## src/hw/rtl/sas_pkg.sv

```systemverilog
// Package with shared types and constants of the signed array sorter.
package sas_pkg;

  localparam int DATA_WIDTH    = 16;
  localparam int DEPTH_DEFAULT = 64;

  // Input transaction
  typedef struct packed {
    logic signed [DATA_WIDTH-1:0] value;
    logic                         last_item;
  } item_t;

  // Output transaction
  typedef struct packed {
    logic signed [DATA_WIDTH-1:0] sorted_value;
    logic                         final_result;
    logic                         overflowed;
  } result_t;

  // Control broadcast to every cell
  typedef struct packed {
    logic                         insert;
    logic                         shift;
    logic signed [DATA_WIDTH-1:0] value;
  } cell_ctrl_t;

  // What a cell shows to its neighbors
  typedef struct packed {
    logic                         valid;
    logic                         take;
    logic signed [DATA_WIDTH-1:0] value;
  } cell_link_t;

  typedef enum logic {
    PH_LOAD,
    PH_DRAIN
  } phase_t;

endpackage

```

## src/hw/rtl/sas_cell.sv

```systemverilog
// One cell of the insertion chain: holds one element and its valid bit.
module sas_cell
  import sas_pkg::*;
(
  input  logic       clk,
  input  logic       rst,
  input  cell_ctrl_t ctrl,
  input  cell_link_t left,
  input  cell_link_t right,
  output cell_link_t link
);

  logic signed [DATA_WIDTH-1:0] value;
  logic                         valid;
  logic                         take;

  // Mark this cell at or past the insertion point
  assign take = !valid || ($signed(value) > $signed(ctrl.value));

  assign link.valid = valid;
  assign link.take  = take;
  assign link.value = value;

  // Track occupancy
  always_ff @(posedge clk) begin
    if (rst) begin
      valid <= 1'b0;
    end else if (ctrl.shift) begin
      valid <= right.valid;
    end else if (ctrl.insert) begin
      valid <= valid | left.valid;
    end
  end

  // Shift right to open a slot, drop the new element in, or advance toward the output
  always_ff @(posedge clk) begin
    if (ctrl.shift) begin
      value <= right.value;
    end else if (ctrl.insert) begin
      if (left.take) begin
        value <= left.value;
      end else if (take) begin
        value <= ctrl.value;
      end
    end
  end

endmodule

```

## src/hw/rtl/signed_array_sorter.sv

```systemverilog
// Top level of the signed array sorter: a chain of insertion cells and its control.
//
// Elements enter one per cycle while loading and are inserted in ascending order
// into a chain of DEPTH cells; each cell compares the incoming element with its own
// and takes either it or its left neighbor's element. The transaction marked
// last_item is stored too, then the chain shifts toward cell 0 and delivers one
// result per cycle while result_stall is low, smallest first. The item side stalls
// from the cycle after the last item until the final result is taken.
// Elements arriving while all cells are full are dropped, and overflowed is set on
// every result of that set.
module signed_array_sorter
  import sas_pkg::*;
#(
  parameter int DEPTH = DEPTH_DEFAULT
) (
  input  logic    clk,
  input  logic    rst,
  input  logic    item_valid,
  output logic    item_stall,
  input  item_t   item,
  output logic    result_valid,
  input  logic    result_stall,
  output result_t result
);

  phase_t     phase;
  phase_t     phase_next;
  logic       overflow;
  logic       overflow_next;
  logic       item_accept;
  logic       result_accept;
  logic       full;
  cell_ctrl_t ctrl;
  cell_link_t lnk [0:DEPTH+1];

  assign item_stall    = (phase == PH_DRAIN);
  assign item_accept   = item_valid && !item_stall;
  assign result_valid  = (phase == PH_DRAIN) && lnk[1].valid;
  assign result_accept = result_valid && !result_stall;
  assign full          = lnk[DEPTH].valid;

  // Broadcast the command to the chain
  assign ctrl.insert = item_accept && !full;
  assign ctrl.shift  = result_accept;
  assign ctrl.value  = item.value;

  // Tie off both ends of the chain
  assign lnk[0]       = '{valid: 1'b1, take: 1'b0, value: '0};
  assign lnk[DEPTH+1] = '{valid: 1'b0, take: 1'b1, value: '0};

  for (genvar i = 0; i < DEPTH; i++) begin : g_cell
    sas_cell u_cell (
      .clk   (clk),
      .rst   (rst),
      .ctrl  (ctrl),
      .left  (lnk[i]),
      .right (lnk[i+2]),
      .link  (lnk[i+1])
    );
  end

  // Present the head of the chain
  assign result.sorted_value = lnk[1].value;
  assign result.final_result = !lnk[2].valid;
  assign result.overflowed   = overflow;

  // Hold phase and overflow flag
  always_ff @(posedge clk) begin
    if (rst) begin
      phase    <= PH_LOAD;
      overflow <= 1'b0;
    end else begin
      phase    <= phase_next;
      overflow <= overflow_next;
    end
  end

  // Load until the last item, then drain until the final result is taken
  always_comb begin
    phase_next    = phase;
    overflow_next = overflow;
    case (phase)
      PH_LOAD: begin
        if (item_accept) begin
          if (full) begin
            overflow_next = 1'b1;
          end
          if (item.last_item) begin
            phase_next = PH_DRAIN;
          end
        end
      end
      PH_DRAIN: begin
        if (result_accept && result.final_result) begin
          phase_next    = PH_LOAD;
          overflow_next = 1'b0;
        end
      end
      default: begin
        phase_next = PH_LOAD;
      end
    endcase
  end

endmodule
```

## config.mk

```make
export PLATFORM = sky130hd
export DESIGN_NAME = signed_array_sorter
export DESIGN_NICKNAME = d
export VERILOG_FILES = /design/src/hw/rtl/sas_pkg.sv /design/src/hw/rtl/sas_cell.sv /design/src/hw/rtl/signed_array_sorter.sv
export SDC_FILE = /design/constraint.sdc
export NUM_CORES = 2
export LEC_CHECK = 0
export BUFFER_PORTS_ARGS = -buffer_cell sky130_fd_sc_hd__buf_2
export CORE_MARGIN = 4
export CORE_UTILIZATION = 35
export CTS_CLUSTER_SIZE = 25
export DETAILED_ROUTE_END_ITERATION = 6
export PLACE_DENSITY = 0.58
export SYNTH_ARGS = -nofsm -noshare
export SYNTH_HDL_FRONTEND = slang
export SYNTH_HIERARCHICAL = 1
export SYNTH_SLANG_ARGS = --single-unit
```

## constraint.sdc

```tcl
create_clock -name clk -period 10.9 [get_ports clk]
set_input_delay 2.18 -clock clk [delete_from_list [all_inputs] [get_ports clk]]
set_output_delay 2.18 -clock clk [all_outputs]
set_load 0.005 [all_outputs]
```

# Word-level counts from Yosys, hierarchy flattened
# Index checks and enable logic that the tools add are counted.
[totals] regBits=1090 inputBits=21 output_inout_bits=20 elab_cells=914
[classes] n_lt_le_gt_ge=64 eq_ne=3 n_mux=387 n_bitwise=64 n_reduce_logical=266
[op_table] cell="two-way mux 16 bit" count=253
[op_table] cell="> comparator 16 bit" count=64
[op_table] cell="nonzero test 3 bit" count=62
[op_table] cell="two-way mux 1 bit" count=132
[op_table] cell="AND reduction 2 bit" count=64
[op_table] cell="zero test 1 bit" count=66
[op_table] cell="logical OR 1 bit" count=64
[op_table] cell="bitwise OR 1 bit" count=63
[op_table] cell="nonzero test 2 bit" count=3
[op_table] cell="logical AND 1 bit" count=5
[op_table] cell="!= test 2 x 1 -> 1 bit, second input constant" count=2
[op_table] cell="one-hot mux 1 bit (2 select lines)" count=2
[op_table] cell="AND reduction 3 bit" count=1
[op_table] cell="!= test 2 bit, second input constant" count=1
[op_table] cell="OR reduction 2 bit" count=1
[op_table] cell="inverter 1 bit" count=1

# Logic depth before layout (Yosys ltp)
[logic_depth] word_depth=6 ltp_mapped=12 mapped_depth_nobuf=10

# Hierarchy
# Netlist, hierarchy kept.
[by_module_without_submodules] mod="sas_cell (g_cell[0].u_cell ...)" n_inst=51 cells_per_inst=140 area_per_inst_um2=1326.3 seq_area_each_um2=500.5
[by_module_without_submodules] mod="sas_cell (g_cell[56].u_cell ...)" n_inst=13 cells_per_inst=142 area_per_inst_um2=1328.8 seq_area_each_um2=500.5
[by_module_without_submodules] mod="signed_array_sorter" n_inst=1 cells_per_inst=15 area_per_inst_um2=126.4 seq_area_each_um2=40.0

# Least setup slack after synthesis
# OpenSTA, ideal clock, no wires.
[synth_path] path_type="input -> register" start="input item_valid" end="register g_cell[0].u_cell.value[0] (enable)" setup_ns=0.399 arrival_time_ns=9.930 setup_slack_ns=0.571 cell_stages=3 path_buffers=0 path_cell_list="nor3b_1 -> nor2_1 -> a31oi_1"
[synth_via] elab_chain_cells=4
[synth_lines] element="start: declaration" line_no="signed_array_sorter.sv:18" source="input logic item_valid,"
[synth_lines] element="logical AND 1 bit" line_no="signed_array_sorter.sv:37" source="assign item_accept = item_valid && !item_stall;"
[synth_lines] element="logical AND 1 bit" line_no="signed_array_sorter.sv:43" source="assign ctrl.insert = item_accept && !full;"
[synth_lines] element="nonzero test 2 bit (no line)"
[synth_lines] element="AND reduction 2 bit (no line)"
[synth_lines] element="end signal: assignment" line_no="sas_cell.sv:38" source="value <= right.value;"
[synth_lines] element="end signal: assignment" line_no="sas_cell.sv:41" source="value <= left.value;"
[synth_lines] element="end signal: assignment" line_no="sas_cell.sv:43" source="value <= ctrl.value;"
[synth_lines] element="end: declaration" line_no="sas_cell.sv:13" source="logic signed [DATA_WIDTH-1:0] value;"
# No other way between the ends.
# A chain may end at the register's enable or synchronous reset.

==> run metrics <==
highest metal used met5; io pins 41; 1st-iter DRT viols 5399; Critical Path End Type register; vias per cell 5.51; met1 WL 112 mm; dpl cells 11900; post-CTS sizing 0; Fin. Hold Viols 0; average wire per standard cell 20.8 um; Mapped Area 85000 um2; Finished Layout Cells 12100; DRT Wirelength 252 mm; height of the die 501 um; outcome finished clean; RSZ-0062 raised after global routing false; Fmax 160 MHz; count of hold-fix buffers inserted at cts 0; first-pass GRT wire length 393 mm; Vias 66900; htree depth 4; P_int 0.00861 W; Sequential Power Share 44.3%; Synth Warn # 6; cell family with most CP delay simple AND/OR/NAND/NOR gates; Initial Utilization 35.2%; Final nets 9877; Layout area overhead 8.97%; CTS max path bufs 3; Max-slew headroom 10.7%; layout cells sized above 1 7.25%; power share of the clock group 38.2%; CP arrival 6770 ps; Pre-Repair DR Iteration Count 6; Cell Rows 180; HP Class reg2reg; Post-Place Worst Slack 3890 ps; Buf/Inv on CP 4; initial antenna violation count 6; crit-path cells buf_6 -> buf_12 -> inv_1 -> ha_1 -> a21oi_1 -> o21a_1 -> o22ai_1 -> or4b_1 -> nand3_1 -> nor3b_1 -> a31oi_1 -> buf_4; Inserted Diodes 0; final worst slack 4640 ps; Crit path largest cell delay 880 ps; endpoints failing setup 0; TritonCTS clock tree built; final max-slew violation count 0; Root Buffer clkbuf_16; DIE AREA 251000 um2; Synth Instances 8998; Worst-Margin Slew 1340 ps; Setup TNS 0 ps; grt total ovfl 0; fill count 23800; # DRC 0; met2 WL 121 mm; I/O Buffers 40; clk_lat worst skew 800 ps; aggregate global-route resource usage 19.5%; # Post-CTS Setup Buffers 0; P_sw 0.00362 W; WS Path Type in2reg; CP Launch Type input pin; Comb power frac 17.5%; crit share post-route 57.4%; maximum VDD drop 175 uV; vias in the first global route 68200; max-cap viol count 0; pwr dens 132 nW/um2; Period minus WS final 6260 ps; Placeable Area 241000 um2; Routability Congestion 0.858; antenna viol nets, final 0; dpl hpwl 176 mm; LEAKAGE 43.2 nW; # clock sinks 1090; die width 501 um; synthesized area per cell 9.45 um2; met3 WL post-DR 12.5 mm; Worst Path Max Fanout 65; clock slew at reported path FFs 60 ps; worst clock skew 35.5 ps; Required @ worst endpoint 11410 ps; switching power share of the total 29.6%; largest net degree at the start of global routing 235; TritonCTS Buffers 138; Critical-path top delay cell a31oi_1
-- power groups by stage --
stage,clock network (W),logic (W),registers (W)
after detailed placement,0,0.00212,0.00550
after global placement,0,0.00201,0.00550
after floorplan,0,0.00147,0.00530
final,0.00467,0.00214,0.00542
after CTS,0.00478,0.00213,0.00541
after global routing,0.00495,0.00241,0.00545
-- area by class of cell --
type,count,area [um2],area share (%)
clock buffer,190,3920,4.23
clock inverter,62,612,0.660
inverter,1077,4040,4.36
multi-input combinational,6352,46500,50.2
sequential,1090,32100,34.6
tap,3185,3990,4.30
timing repair buffer,173,1540,1.66
-- cells in the final DEF, fill, tap and decap left out, types with 64 or more instances in the layout --
cell and instances:
nand2_1 1242, inv_1 1077, o21ai_0 1063, mux2i_1 1024, ha_1 1024, edfxtp_1 1024
a21oi_1 513, nor2_1 192, nand4_1 179, clkbuf_16 144, nor2b_1 115, buf_4 115
o21a_1 102, dfxtp_1 66, a211oi_1 64, nand3_1 64
-- flip-flops by register name, indices dropped and copies added (netlist names) --
name and cells:
g_cell.u_cell/value 1024, g_cell.u_cell/valid 64, item_stall 1, overflow 1
-- per-stage QoR --
stage / total power (W) / cell area [um2] / utilization, % / hold WS (ps)
6_report: 0.0122 / 92600 / 38.4 / 478
5_1_grt: 0.0128 / 92600 / 38.4 / 482
4_1_cts: 0.0123 / 92600 / 38.4 / 469
3_5_place_dp: 0.00762 / 88100 / 36.5 / 462
3_3_place_gp: 0.00750 / 88100 / 36.5 / 449
2_1_floorplan: 0.00677 / 85100 / - / 435
-- path summary, 6_finish.rpt --
kind / from / end / slack, ps / cells after the start
setup / recovery: item[10] / g_cell[38].u_cell/value[1]$_DFFE_PP_ / 4640 / 12
hold / removal: overflow$_SDFFE_PP0P_ / overflow$_SDFFE_PP0P_ / 480 / 2
setup reg to reg: g_cell[0].u_cell/valid$_SDFFE_PP0P_ / g_cell[57].u_cell/value[11]$_DFFE_PP_ / 6630 / 5
hold reg to reg: overflow$_SDFFE_PP0P_ / overflow$_SDFFE_PP0P_ / 480 / 2
-- worst reg2reg max path: stages, from the launching register on --
cell	delay (ps)
dfxtp_1	470
and2_2	210
nor2b_4	1050
buf_12	530
buf_4	850
a31o_1	780
-- metal layers --
| layer | vias to the layer above | track usage [%] |
|---|---|---|
| li1 | 31800 | - |
| met1 | 32900 | 25.9 |
| met2 | 1722 | 33.4 |
| met3 | 445 | 2.41 |
| met4 | 2 | 5.42 |
| met5 | - | 0 |
Note: power is estimated with default switching activity, not from simulation.
